`config.mk`:
```
export PLATFORM = sky130hd
export DESIGN_NAME = fixed_partition_fit_allocator_unit
export DESIGN_NICKNAME = d
export VERILOG_FILES = /design/src/rtl/fpfa_pkg.sv /design/src/rtl/fpfa_cell.sv /design/src/rtl/fpfa_chain.sv /design/src/rtl/fixed_partition_fit_allocator_unit.sv
export SDC_FILE = /design/constraint.sdc
export NUM_CORES = 2
export LEC_CHECK = 0
export ABC_CLOCK_PERIOD_IN_PS = 9000
export BUFFER_PORTS_ARGS = -buffer_cell sky130_fd_sc_hd__buf_2
export CELL_PAD_IN_SITES_DETAIL_PLACEMENT = 1
export CELL_PAD_IN_SITES_GLOBAL_PLACEMENT = 2
export CORE_MARGIN = 4
export CORE_UTILIZATION = 45
export DETAILED_ROUTE_END_ITERATION = 8
export PLACE_DENSITY = 0.86
export SYNTH_ARGS = -nofsm -noshare
export SYNTH_HDL_FRONTEND = slang
export SYNTH_HIERARCHICAL = 1
export SYNTH_SLANG_ARGS = --single-unit
```
`constraint.sdc`:
```
create_clock -name clock -period 9 [get_ports clock]
set_clock_uncertainty 0.05 [all_clocks]
set_input_delay 0.45 -clock clock [delete_from_list [all_inputs] [get_ports clock]]
set_output_delay 0.45 -clock clock [all_outputs]
set_load 0.005 [all_outputs]
```
`src/rtl/fpfa_pkg.sv`:
```
// Package for the fixed partition fit allocator: item structs, policy and
// opcode codes, register indexes and the scan control struct of the cell row.
// No dependencies.
package fpfa_pkg;

   localparam int CSR_INDEX_BITS = 1;
   localparam int CSR_DATA_BITS  = 5;
   localparam int POLICY_BITS    = 2;
   localparam int COUNT_BITS     = 5;
   localparam int INDEX_BITS     = 4;
   localparam int FIELD_SIZE_BITS = 16;

   localparam logic [CSR_INDEX_BITS-1:0] CSR_FIT_POLICY       = 1'd0;
   localparam logic [CSR_INDEX_BITS-1:0] CSR_PARTITIONS_IN_USE = 1'd1;

   localparam logic [COUNT_BITS-1:0] COUNT_RESET = 5'd16;

   typedef enum logic [POLICY_BITS-1:0] {
      FIT_FIRST = 2'd0,
      FIT_BEST  = 2'd1,
      FIT_NEXT  = 2'd2,
      FIT_WORST = 2'd3
   } fit_policy_type;

   typedef enum logic [0:0] {
      OP_LOAD    = 1'b0,
      OP_REQUEST = 1'b1
   } opcode_type;

   typedef enum logic [1:0] {
      ST_IDLE,
      ST_SCAN,
      ST_RESULT
   } ctrl_state_type;

   typedef struct packed {
      opcode_type                 opcode;
      logic [INDEX_BITS-1:0]      part_index;
      logic [FIELD_SIZE_BITS-1:0] size_value;
   } req_type;

   typedef struct packed {
      logic                       granted;
      logic [INDEX_BITS-1:0]      granted_index;
      logic [FIELD_SIZE_BITS-1:0] leftover_size;
   } rsp_type;

   // Control part of the search token that moves down the cell row.
   typedef struct packed {
      logic valid;
      logic cand_found;
      logic wrap_found;
   } scan_ctl_type;

endpackage

```
`src/rtl/fpfa_cell.sv`:
```
// One partition cell: holds a partition's size and used mark and updates the
// search token passing through it. Depends on fpfa_pkg.
module fpfa_cell #(
   parameter int CELL_ID = 0,
   parameter int IDX_W   = 4,
   parameter int CNT_W   = 5,
   parameter int SIZE_W  = 16
) (
   input  logic                   clock,
   input  logic                   reset,
   input  logic                   wr_en,
   input  logic [IDX_W-1:0]       wr_idx,
   input  logic [SIZE_W-1:0]      wr_size,
   input  logic                   wr_used,
   input  fpfa_pkg::fit_policy_type policy,
   input  logic [SIZE_W-1:0]      want,
   input  logic [IDX_W-1:0]       start,
   input  logic [CNT_W-1:0]       active,
   input  fpfa_pkg::scan_ctl_type ctl_in,
   input  logic [IDX_W-1:0]       cand_idx_in,
   input  logic [SIZE_W-1:0]      cand_size_in,
   input  logic [IDX_W-1:0]       wrap_idx_in,
   input  logic [SIZE_W-1:0]      wrap_size_in,
   output fpfa_pkg::scan_ctl_type ctl_out,
   output logic [IDX_W-1:0]       cand_idx_out,
   output logic [SIZE_W-1:0]      cand_size_out,
   output logic [IDX_W-1:0]       wrap_idx_out,
   output logic [SIZE_W-1:0]      wrap_size_out
);

   localparam logic [IDX_W-1:0] MY_IDX = IDX_W'(CELL_ID);
   localparam logic [CNT_W-1:0] MY_CNT = CNT_W'(CELL_ID);

   logic [SIZE_W-1:0]      size_ff;
   logic                   used_ff;
   fpfa_pkg::scan_ctl_type ctl_ff, ctl_in_next;
   logic [IDX_W-1:0]       cand_idx_ff, wrap_idx_ff;
   logic [SIZE_W-1:0]      cand_size_ff, wrap_size_ff;

   logic hit, better, take, take_wrap;

   always_comb begin
      // Cells beyond the active count never match, whatever they hold.
      hit = (MY_CNT < active) && !used_ff && (size_ff >= want);
      better = !ctl_in.cand_found
               || ((policy == fpfa_pkg::FIT_BEST)  && (size_ff < cand_size_in))
               || ((policy == fpfa_pkg::FIT_WORST) && (size_ff > cand_size_in));
      take = hit && better && ((policy != fpfa_pkg::FIT_NEXT) || (MY_IDX >= start));
      take_wrap = hit && !ctl_in.wrap_found;
      ctl_in_next.valid      = ctl_in.valid;
      ctl_in_next.cand_found = ctl_in.cand_found || take;
      ctl_in_next.wrap_found = ctl_in.wrap_found || take_wrap;
   end

   always_ff @(posedge clock) begin
      if (reset) begin
         used_ff <= 1'b0;
         ctl_ff  <= '0;
      end else begin
         if (wr_en && (wr_idx == MY_IDX)) begin
            used_ff <= wr_used;
         end
         ctl_ff <= ctl_in_next;
      end
   end

   always_ff @(posedge clock) begin
      if (wr_en && (wr_idx == MY_IDX)) begin
         size_ff <= wr_size;
      end
      cand_idx_ff  <= take ? MY_IDX : cand_idx_in;
      cand_size_ff <= take ? size_ff : cand_size_in;
      wrap_idx_ff  <= take_wrap ? MY_IDX : wrap_idx_in;
      wrap_size_ff <= take_wrap ? size_ff : wrap_size_in;
   end

   assign ctl_out       = ctl_ff;
   assign cand_idx_out  = cand_idx_ff;
   assign cand_size_out = cand_size_ff;
   assign wrap_idx_out  = wrap_idx_ff;
   assign wrap_size_out = wrap_size_ff;

endmodule

```
`src/rtl/fpfa_chain.sv`:
```
// Row of partition cells; the search token enters at cell 0, is registered in
// each cell in turn and leaves after the last cell. Depends on fpfa_pkg and fpfa_cell.
module fpfa_chain #(
   parameter int NUM_CELLS = 16,
   parameter int IDX_W     = 4,
   parameter int CNT_W     = 5,
   parameter int SIZE_W    = 16
) (
   input  logic                   clock,
   input  logic                   reset,
   input  logic                   wr_en,
   input  logic [IDX_W-1:0]       wr_idx,
   input  logic [SIZE_W-1:0]      wr_size,
   input  logic                   wr_used,
   input  fpfa_pkg::fit_policy_type policy,
   input  logic [SIZE_W-1:0]      want,
   input  logic [IDX_W-1:0]       start,
   input  logic [CNT_W-1:0]       active,
   input  logic                   launch,
   output fpfa_pkg::scan_ctl_type tail_ctl,
   output logic [IDX_W-1:0]       tail_cand_idx,
   output logic [SIZE_W-1:0]      tail_cand_size,
   output logic [IDX_W-1:0]       tail_wrap_idx,
   output logic [SIZE_W-1:0]      tail_wrap_size
);

   fpfa_pkg::scan_ctl_type ctl_link [0:NUM_CELLS];
   logic [IDX_W-1:0]       cand_idx_link [0:NUM_CELLS];
   logic [SIZE_W-1:0]      cand_size_link [0:NUM_CELLS];
   logic [IDX_W-1:0]       wrap_idx_link [0:NUM_CELLS];
   logic [SIZE_W-1:0]      wrap_size_link [0:NUM_CELLS];

   assign ctl_link[0]       = {launch, 1'b0, 1'b0};
   assign cand_idx_link[0]  = '0;
   assign cand_size_link[0] = '0;
   assign wrap_idx_link[0]  = '0;
   assign wrap_size_link[0] = '0;

   for (genvar i = 0; i < NUM_CELLS; i++) begin : g_cell
      fpfa_cell #(
         .CELL_ID (i),
         .IDX_W   (IDX_W),
         .CNT_W   (CNT_W),
         .SIZE_W  (SIZE_W)
      ) u_cell (
         .clock         (clock),
         .reset         (reset),
         .wr_en         (wr_en),
         .wr_idx        (wr_idx),
         .wr_size       (wr_size),
         .wr_used       (wr_used),
         .policy        (policy),
         .want          (want),
         .start         (start),
         .active        (active),
         .ctl_in        (ctl_link[i]),
         .cand_idx_in   (cand_idx_link[i]),
         .cand_size_in  (cand_size_link[i]),
         .wrap_idx_in   (wrap_idx_link[i]),
         .wrap_size_in  (wrap_size_link[i]),
         .ctl_out       (ctl_link[i+1]),
         .cand_idx_out  (cand_idx_link[i+1]),
         .cand_size_out (cand_size_link[i+1]),
         .wrap_idx_out  (wrap_idx_link[i+1]),
         .wrap_size_out (wrap_size_link[i+1])
      );
   end

   assign tail_ctl       = ctl_link[NUM_CELLS];
   assign tail_cand_idx  = cand_idx_link[NUM_CELLS];
   assign tail_cand_size = cand_size_link[NUM_CELLS];
   assign tail_wrap_idx  = wrap_idx_link[NUM_CELLS];
   assign tail_wrap_size = wrap_size_link[NUM_CELLS];

endmodule

```
`src/rtl/fixed_partition_fit_allocator_unit.sv`:
```
// Fixed partition fit allocator top level: controller, registers and the row
// of partition cells. Depends on fpfa_pkg and fpfa_chain.
// A request item launches the search token down the cell row and is answered
// once the token leaves the last cell; a load item writes its cell when its
// index is in the table. The next item is taken only after the result of the
// last one has gone into the output register.
// Synchronous active-high reset clears the used marks, the next-fit pointer,
// the registers and the handshake state; partition sizes are not cleared.
module fixed_partition_fit_allocator_unit #(
   parameter int NUM_PARTITIONS = 16,
   parameter int SIZE_BITS      = 16
) (
   input  logic                                clock,
   input  logic                                reset,
   input  logic                                csr_wr_en,
   input  logic [fpfa_pkg::CSR_INDEX_BITS-1:0] csr_index,
   input  logic [fpfa_pkg::CSR_DATA_BITS-1:0]  csr_wdata,
   input  logic                                req_valid,
   output logic                                req_stall,
   input  fpfa_pkg::req_type                   req_payload,
   output logic                                rsp_valid,
   input  logic                                rsp_stall,
   output fpfa_pkg::rsp_type                   rsp_payload
);

   localparam int IDX_W  = (NUM_PARTITIONS > 1) ? $clog2(NUM_PARTITIONS) : 1;
   localparam int CNT_W  = $clog2(NUM_PARTITIONS + 1);
   localparam int CMP_W  = (CNT_W > fpfa_pkg::COUNT_BITS) ? CNT_W : fpfa_pkg::COUNT_BITS;
   localparam int IDX_XW = IDX_W + fpfa_pkg::INDEX_BITS;
   localparam int SZ_XW  = SIZE_BITS + fpfa_pkg::FIELD_SIZE_BITS;

   fpfa_pkg::ctrl_state_type state_ff, state_in;
   fpfa_pkg::fit_policy_type policy_ff;
   logic [fpfa_pkg::COUNT_BITS-1:0] count_ff;
   logic [IDX_W-1:0]     pointer_ff, pointer_in;
   logic [SIZE_BITS-1:0] want_ff, want_in;
   logic                 launch_ff, launch_in;
   fpfa_pkg::rsp_type    res_ff, res_in;
   fpfa_pkg::rsp_type    rsp_ff, rsp_in;
   logic                 rsp_valid_ff, rsp_valid_in;

   logic                 wr_en, wr_used;
   logic [IDX_W-1:0]     wr_idx;
   logic [SIZE_BITS-1:0] wr_size;

   logic [CMP_W-1:0]     count_ext, active_cmp;
   logic [CNT_W-1:0]     active;
   logic [IDX_W-1:0]     start;

   logic [SZ_XW-1:0]     req_size_wide, pick_left_wide, load_left_wide;
   logic [SIZE_BITS-1:0] req_want, pick_size, pick_left;
   logic [IDX_W-1:0]     req_idx, pick_idx;
   logic [IDX_XW-1:0]    pick_idx_wide;
   logic                 req_accept, load_in_table, grant;

   fpfa_pkg::scan_ctl_type tail_ctl;
   logic [IDX_W-1:0]       tail_cand_idx, tail_wrap_idx;
   logic [SIZE_BITS-1:0]   tail_cand_size, tail_wrap_size;

   // Active count is the register clipped to the table depth.
   always_comb begin
      count_ext  = CMP_W'(count_ff);
      active_cmp = (count_ext > CMP_W'(NUM_PARTITIONS)) ? CMP_W'(NUM_PARTITIONS) : count_ext;
      active     = CNT_W'(active_cmp);
      start      = (CNT_W'(pointer_ff) < active) ? pointer_ff : '0;
   end

   always_comb begin
      req_size_wide  = SZ_XW'(req_payload.size_value);
      req_want       = req_size_wide[SIZE_BITS-1:0];
      load_left_wide = SZ_XW'(req_want);
      req_idx        = IDX_W'(req_payload.part_index);
      load_in_table  = (32'(req_payload.part_index) < NUM_PARTITIONS);
      req_accept     = req_valid && !req_stall;
   end

   // Next fit falls back to the wrapped candidate when nothing at or after
   // the start index fits.
   always_comb begin
      grant     = tail_ctl.cand_found
                  || ((policy_ff == fpfa_pkg::FIT_NEXT) && tail_ctl.wrap_found);
      pick_idx  = tail_ctl.cand_found ? tail_cand_idx : tail_wrap_idx;
      pick_size = tail_ctl.cand_found ? tail_cand_size : tail_wrap_size;
      pick_left = pick_size - want_ff;
      pick_idx_wide  = IDX_XW'(pick_idx);
      pick_left_wide = SZ_XW'(pick_left);
   end

   assign req_stall = (state_ff != fpfa_pkg::ST_IDLE);

   always_comb begin
      state_in     = state_ff;
      pointer_in   = pointer_ff;
      want_in      = want_ff;
      launch_in    = 1'b0;
      res_in       = res_ff;
      rsp_in       = rsp_ff;
      rsp_valid_in = rsp_valid_ff;
      wr_en        = 1'b0;
      wr_idx       = req_idx;
      wr_size      = req_want;
      wr_used      = 1'b0;
      if (rsp_valid_ff && !rsp_stall) begin
         rsp_valid_in = 1'b0;
      end
      case (state_ff)
         fpfa_pkg::ST_IDLE: begin
            if (req_accept) begin
               if (req_payload.opcode == fpfa_pkg::OP_REQUEST) begin
                  want_in   = req_want;
                  launch_in = 1'b1;
                  state_in  = fpfa_pkg::ST_SCAN;
               end else begin
                  res_in = '0;
                  if (load_in_table) begin
                     wr_en                = 1'b1;
                     res_in.granted       = 1'b1;
                     res_in.granted_index = req_payload.part_index;
                     res_in.leftover_size = load_left_wide[fpfa_pkg::FIELD_SIZE_BITS-1:0];
                  end
                  state_in = fpfa_pkg::ST_RESULT;
               end
            end
         end
         fpfa_pkg::ST_SCAN: begin
            if (tail_ctl.valid) begin
               res_in = '0;
               if (grant) begin
                  wr_en   = 1'b1;
                  wr_idx  = pick_idx;
                  wr_size = pick_left;
                  wr_used = 1'b1;
                  if (policy_ff == fpfa_pkg::FIT_NEXT) begin
                     pointer_in = pick_idx;
                  end
                  res_in.granted       = 1'b1;
                  res_in.granted_index = pick_idx_wide[fpfa_pkg::INDEX_BITS-1:0];
                  res_in.leftover_size = pick_left_wide[fpfa_pkg::FIELD_SIZE_BITS-1:0];
               end
               state_in = fpfa_pkg::ST_RESULT;
            end
         end
         fpfa_pkg::ST_RESULT: begin
            if (!rsp_valid_ff || !rsp_stall) begin
               rsp_in       = res_ff;
               rsp_valid_in = 1'b1;
               state_in     = fpfa_pkg::ST_IDLE;
            end
         end
         default: begin
            state_in = fpfa_pkg::ST_IDLE;
         end
      endcase
   end

   always_ff @(posedge clock) begin
      if (reset) begin
         state_ff     <= fpfa_pkg::ST_IDLE;
         pointer_ff   <= '0;
         launch_ff    <= 1'b0;
         rsp_valid_ff <= 1'b0;
      end else begin
         state_ff     <= state_in;
         pointer_ff   <= pointer_in;
         launch_ff    <= launch_in;
         rsp_valid_ff <= rsp_valid_in;
      end
   end

   always_ff @(posedge clock) begin
      want_ff <= want_in;
      res_ff  <= res_in;
      rsp_ff  <= rsp_in;
   end

   always_ff @(posedge clock) begin
      if (reset) begin
         policy_ff <= fpfa_pkg::FIT_FIRST;
         count_ff  <= fpfa_pkg::COUNT_RESET;
      end else if (csr_wr_en) begin
         case (csr_index)
            fpfa_pkg::CSR_FIT_POLICY: begin
               policy_ff <= fpfa_pkg::fit_policy_type'(csr_wdata[fpfa_pkg::POLICY_BITS-1:0]);
            end
            fpfa_pkg::CSR_PARTITIONS_IN_USE: begin
               count_ff <= csr_wdata[fpfa_pkg::COUNT_BITS-1:0];
            end
            default: begin
            end
         endcase
      end
   end

   fpfa_chain #(
      .NUM_CELLS (NUM_PARTITIONS),
      .IDX_W     (IDX_W),
      .CNT_W     (CNT_W),
      .SIZE_W    (SIZE_BITS)
   ) u_chain (
      .clock          (clock),
      .reset          (reset),
      .wr_en          (wr_en),
      .wr_idx         (wr_idx),
      .wr_size        (wr_size),
      .wr_used        (wr_used),
      .policy         (policy_ff),
      .want           (want_ff),
      .start          (start),
      .active         (active),
      .launch         (launch_ff),
      .tail_ctl       (tail_ctl),
      .tail_cand_idx  (tail_cand_idx),
      .tail_cand_size (tail_cand_size),
      .tail_wrap_idx  (tail_wrap_idx),
      .tail_wrap_size (tail_wrap_size)
   );

   assign rsp_valid   = rsp_valid_ff;
   assign rsp_payload = rsp_ff;

endmodule

```
# == After elaboration in Yosys (flattened, before gate mapping) ==
# Cells that the tools add are included.
# totals
register_bits,1003
latchBits,0
ramBits,0
rom_bits,0
in_bits,32
out_inout_bits,23
wordCells,590
n_memories,0
# op_classes
addsub,1
n_mul,0
div_mod_pow,0
magnitude_cmp,80
eq_ne,25
n_shift,0
muxes,60
bitwise_logic,3
reduce_logical,266
# op_table
cell,n
$mux 16,34
$ge 16x16->1,16
$gt 16x16->1,15
$lt 16x16->1,15
$logic_and 1x1->1,127
$mux 21,4
$logic_or 1x1->1,78
$logic_not 1->1,49
$pmux 21 s2,1
$lt 4x5->1 const A,8
$eq 4x4->1 const B,8
$ge 4x4->1 const A,8
$lt 3x5->1 const A,4
$mux 4,5
$eq 4x3->1 const B,4
$ge 3x4->1 const A,4
$sub 16x16->16,1
$lt 1x5->1 const A,2
$lt 2x5->1 const A,2
$mux 1,9
$eq 4x2->1 const B,2
$ge 1x4->1 const A,2
$ge 2x4->1 const A,2
$mux 2,4
18 further kinds,31

# == Depth between registers and ports, before layout ==
# depth
ltp_word,8
ltp_mapped,13
mapped_depth_nobuf,12

# == By module ==
# The synthesis kept the hierarchy.
# by_module_without_submodules
module,instances,cells_per_inst,area_each_um2,seq_area_each_um2
fpfa_cell (u_chain.g_cell[11].u_cell ...),2,237,2780.2,1361.3
fpfa_cell (u_chain.g_cell[13].u_cell ...),2,237,2777.7,1361.3
fixed_partition_fit_allocator_unit,1,378,3953.8,2042.0
fpfa_cell (u_chain.g_cell[2].u_cell),1,237,2882.8,1361.3
fpfa_cell (u_chain.g_cell[6].u_cell),1,239,2864.0,1361.3
fpfa_cell (u_chain.g_cell[5].u_cell),1,238,2834.0,1361.3
fpfa_cell (u_chain.g_cell[10].u_cell),1,240,2798.9,1361.3
fpfa_cell (u_chain.g_cell[8].u_cell),1,240,2796.4,1361.3
fpfa_cell (u_chain.g_cell[0].u_cell),1,238,2790.2,1361.3
fpfa_cell (u_chain.g_cell[9].u_cell),1,238,2787.7,1361.3
fpfa_cell (u_chain.g_cell[7].u_cell),1,236,2768.9,1361.3
fpfa_cell (u_chain.g_cell[15].u_cell),1,230,2748.9,1361.3
fpfa_cell (u_chain.g_cell[1].u_cell),1,237,2731.4,1361.3
fpfa_cell (u_chain.g_cell[14].u_cell),1,237,2728.9,1361.3
2 more rows,-,-,-,-

# == Least setup slack after synthesis ==
# No wires, ideal clock.
# synth_timing
path_kind,reg-to-reg
startpoint,register policy_ff[1]
endpoint,register u_chain.g_cell[7].u_cell.used_ff
setup_ns,0.116
t_arrival_ns,4.821
required_time_ns,8.834
path_slack_ns,4.012
path_stages_with_launch,10
n_path_buf,1
period_less_slack_ns,4.988
cell_sequence,dfxtp_1 and3b_1 o21ba_4 nand2_4 clkbuf_1 o21ai_0 nand2_1 nor4bb_1 mux2i_1 nor2_1
# synth_via
elab_chain_len,8
elab_cells_between_ends,12
cone_classes,eq/ne: 2; mux: 7; reduce/logical: 3
# synth_lines
item,line_no,text
start: declaration,fixed_partition_fit_allocator_unit.sv:33,fpfa_pkg::fit_policy_type policy_ff;
start signal: assignment,fixed_partition_fit_allocator_unit.sv:178,policy_ff <= fpfa_pkg::FIT_FIRST;
start signal: assignment,fixed_partition_fit_allocator_unit.sv:183,policy_ff <= fpfa_pkg::fit_policy_type'(csr_wdata[fpfa_pkg::POLICY_BITS-1:0]);
$eq 2x2->1,fixed_partition_fit_allocator_unit.sv:81,|| ((policy_ff == fpfa_pkg::FIT_NEXT) && tail_ctl.wrap_found);
$logic_and 1x1->1,fixed_partition_fit_allocator_unit.sv:81,
$logic_or 1x1->1,fixed_partition_fit_allocator_unit.sv:81,
$mux 4,fixed_partition_fit_allocator_unit.sv:128,if (grant) begin
$mux 4,fixed_partition_fit_allocator_unit.sv:126,if (tail_ctl.valid) begin
$mux 4,fixed_partition_fit_allocator_unit.sv:106,case (state_ff)
net wr_idx[2],fixed_partition_fit_allocator_unit.sv:43,logic [IDX_W-1:0] wr_idx;
$eq 4x3->1,fpfa_cell.sv:60,if (wr_en && (wr_idx == MY_IDX)) begin
$logic_and 1x1->1,fpfa_cell.sv:60,
end signal: assignment,fpfa_cell.sv:61,used_ff <= wr_used;
end: declaration,fpfa_cell.sv:35,logic used_ff;
# The timed path passes the listed nets, and every way through them passes these cells.
# A chain may end at the register's enable or synchronous reset.

# == Worst setup path after layout ==
# layout_timing
startpoint,"register count_ff, in the netlist count_ext[4]"
endpoint,register u_chain.g_cell[11].u_cell.cand_size_ff[5]
# layout_via
elab_chain_len,8
elab_cells_between_ends,12
cone_classes,order compare: 4; mux: 3; reduce/logical: 5
# layout_lines
item,line_no,text
start: declaration,fixed_partition_fit_allocator_unit.sv:34,logic [fpfa_pkg::COUNT_BITS-1:0] count_ff;
start signal: assignment,fixed_partition_fit_allocator_unit.sv:179,count_ff <= fpfa_pkg::COUNT_RESET;
start signal: assignment,fixed_partition_fit_allocator_unit.sv:186,count_ff <= csr_wdata[fpfa_pkg::COUNT_BITS-1:0];
$gt 5x5->1,fixed_partition_fit_allocator_unit.sv:63,active_cmp = (count_ext > CMP_W'(NUM_PARTITIONS)) ? CMP_W'(NUM_PARTITIONS) : count_ext;
$mux 5 *,fixed_partition_fit_allocator_unit.sv:63,
$lt 4x5->1 *,fixed_partition_fit_allocator_unit.sv:65,start = (CNT_W'(pointer_ff) < active) ? pointer_ff : '0;
$mux 4 *,fixed_partition_fit_allocator_unit.sv:65,
net start[2],fixed_partition_fit_allocator_unit.sv:48,logic [IDX_W-1:0] start;
$ge 4x4->1 *,fpfa_cell.sv:48,take = hit && better && ((policy != fpfa_pkg::FIT_NEXT) || (MY_IDX >= start));
$logic_or 1x1->1 *,fpfa_cell.sv:48,
$logic_and 1x1->1 *,fpfa_cell.sv:48,
$mux 16 *,fpfa_cell.sv:72,cand_size_ff <= take ? size_ff : cand_size_in;
end signal: assignment,fpfa_cell.sv:72,
end: declaration,fpfa_cell.sv:38,"logic [SIZE_W-1:0] cand_size_ff, wrap_size_ff;"
# The timed path passes the listed nets; every way through them passes the cells marked *.

==> summary.txt <==
run status: completed
GRT Total Usage: 25.27%
Overflow after GRT: 0
unrepaired setup endpoints after global routing: false
Hold Crit Class: in -> reg
clk sinks: 1033
Setup WS pre-CTS: 4.635 ns
Yosys top cell area share: 29.66%
worst path arrival time: 4.88 ns
worst setup margin: 4.620 ns
Final Wtd Congestion: 0.8460
Cells after Synth: 4177
Tcrit/Tclk final: 48.66%
synth unique cells: 94
Core Util, Final: 51.00%
pin count of the biggest net entering global routing: 80
Skew-Pair Late Insertion Delay: 0.68 ns
area of the multi-input gates: 22260 um^2
max frequency: 0.2283 GHz
Largest stage delay, worst path: 0.96 ns
sequential-to-total area share from yosys stat: 49.08%
crit start category: flip-flop
drt initial violations: 1745
EDFF count, synth: 314
number of CTS-inserted buffers: 109
Setup Viol. Count Final: 0
Vias/cell: 5.392
Post-Route Setup TNS: 0 ns
P&R area growth vs syn: 12.48%
# IOs: 55
CP required: 9.50 ns
# resized after CTS: 0
Tmin final: 4.380 ns
register area: 23830 um^2
Yosys warning total: 6
area leader, netlist: dfxtp_1
port bufs: 54
top cells by count, synth: dfxtp_1, inv_1, ha_1, edfxtp_1, a21oi_1
Clk pin slew, worst setup/hold paths: 0.06 ns
WHS: 0.05295 ns
Starting Density: 45.34%
worst rel slew slack: 5.266%
#FFs+latches synth: 1033
largest fanout on the critical path: 25
Worst setup EP type: flip-flop
layout cells sized above 1: 18.70%
max_cap viols: 0
Die H: 336.4 um
most common cell in the netlist: dfxtp_1
initial antenna violation count: 3
Primary FF master, synth: dfxtp_1
worst path cell trace: buf_4, nand2b_1, ha_1, a21o_1, a21o_1, a21oi_1, nor2_1, nor2b_1, a41oi_1, nand3_1, mux2_2
power per cell area: 222.9 nW/um^2
clock root cell: clkbuf_16
Site Rows: 120
Syn Std Cell Area: 48530 um^2
number of global-route vias before repair: 33780
Critical-path top delay cell: nor2b_1
die area: 113200 um^2
FF-to-FF Start: count_ext[4]
DRC violations left: 0
number of post-CTS setup repair buffers: 0
Post-synth ARST share: 0%
DR vias: 31850
Clock Tree Buf Depth: 3
Pre-antenna DRT Iters: 5
most used cell along the critical path: a21o_1
first-pass GRT wire length: 213800 um
CP startpoint: count_ext[4]
chip width: 336.4 um
Filler cells: 11200
CTS tree: yes
Crit Path Category: reg -> reg
Final Power: 12.17 mW
top cells by area, synth: dfxtp_1, edfxtp_1, ha_1, mux2_4, mux2_2
Slew Limit Fails: 0
routed length per instance: 24.37 um
P_leak: 24.72 nW
Final Hold Viols: 0
Nets: 4975
Routed WL: 143900 um
Max VDD drop: 0.0001813 V
CTS HTree Levels: 3
Post-DRT Antenna Nets: 0
worst slew pin tran: 1.421 ns
Mapped Avg Cell Area: 11.62 um^2
Detail Placement HPWL: 103500 um
hold_sp: req_payload[19]
core area: 107100 um^2
placed cells by master (no fill, tap or decap), types with 90 or more instances in the layout:
cell type and instances:
a21oi_1 244, nand2_1 201, clkbuf_16 114, dfxtp_1 717, o21ai_0 122, nand4_1 90, mux2_2 200, inv_1 589
mux2_4 243, ha_1 531, nor2_1 113, edfxtp_1 314
logic make-up (layout without fill, tap and decap cells):
kind of cell | Yosys count | in the layout | share of synthesized area, %
AND/OR/NAND/NOR | 779 | 779 | 8.685
other | 1 | 66 | 0.007727
XOR/XNOR | 14 | 14 | 0.2526
buffers and inverters | 665 | 926 | 5.798
flip-flops | 1033 | 1033 | 49.08
multiplexers | 560 | 560 | 14.80
adder cells (fa/ha/maj) | 532 | 532 | 13.73
AO/OA/AOI/OAI | 593 | 593 | 7.641
worst max-delay path: cells and delay by family, from the launching register on:
| kind | cells | cell delay, ns |
|---|---|---|
| AO/OA/AOI/OAI | 4 | 0.74 |
| adder cells (fa/ha/maj) | 1 | 0.23 |
| buffers and inverters | 1 | 0.28 |
| flip-flops | 1 | 0.34 |
| multiplexers | 1 | 0.42 |
| AND/OR/NAND/NOR | 4 | 2.17 |
worst paths after layout:
| path | to | slack, ns | cells after the start |
|---|---|---|---|
| max | u_chain/g_cell[11].u_cell/cand_size_out[5] | 4.62 | 11 |
| min reg2reg | u_chain/g_cell[9].u_cell/cand_idx_out[0] | 0.36 | 1 |
| max reg2reg | u_chain/g_cell[11].u_cell/cand_size_out[5] | 4.62 | 11 |
| min | res_ff[19] | 0.05 | 3 |
through the flow:
| step | cell area (um^2) | instances |
|---|---|---|
| floorplan | 48760 | 4237 |
| detailed placement | 50820 | 5684 |
| finish | 54590 | 5906 |
| global route | 54580 | 5901 |
| CTS | 54580 | 5901 |
| global placement | 50820 | 5684 |
sequential cells by signal, indices dropped and copies added, names as in the netlist, 21 cells and up:
register,flops
u_chain/g_cell.u_cell/cand_size_out,256
u_chain/g_cell.u_cell/size_ff,256
u_chain/g_cell.u_cell/wrap_size_out,256
u_chain/g_cell.u_cell/cand_idx_out,64
u_chain/g_cell.u_cell/wrap_idx_out,64
u_chain/g_cell.u_cell/ctl_out,48
res_ff,21
rsp_payload,21
power by group:
group | internal (mW) | switching, mW | total, mW
registers | 5.35 | 0.339 | 5.69
clock network | 2.63 | 1.86 | 4.49
logic | 0.945 | 1.05 | 1.99
timing repair:
item,CTS,global route
setup endpoints to repair,0,0
hold endpoints to repair,21,0
hold buffers,19,0
cell type report:
type                       count  share of cell area, %
sequential                  1033                  43.64
multi-input combinational   2539                  40.78
timing repair buffer         139                  1.756
tap                         1403                  3.216
clock buffer                 159                  5.865
clock inverter                39                 0.6692
antenna                        5                0.02292
inverter                     589                  4.050
routing by layer:
metal	wire [um]	share of wire, %	vias to the layer above	GRT usage, %
li1	-	-	15050	-
met2	71700	50	587	44.58
met1	60440	42	15960	31.09
met5	0	0	-	0
met3	5960	4.1	256	3.937
met4	5815	4.0	0	9.824
(Power assumes the default switching activity.)
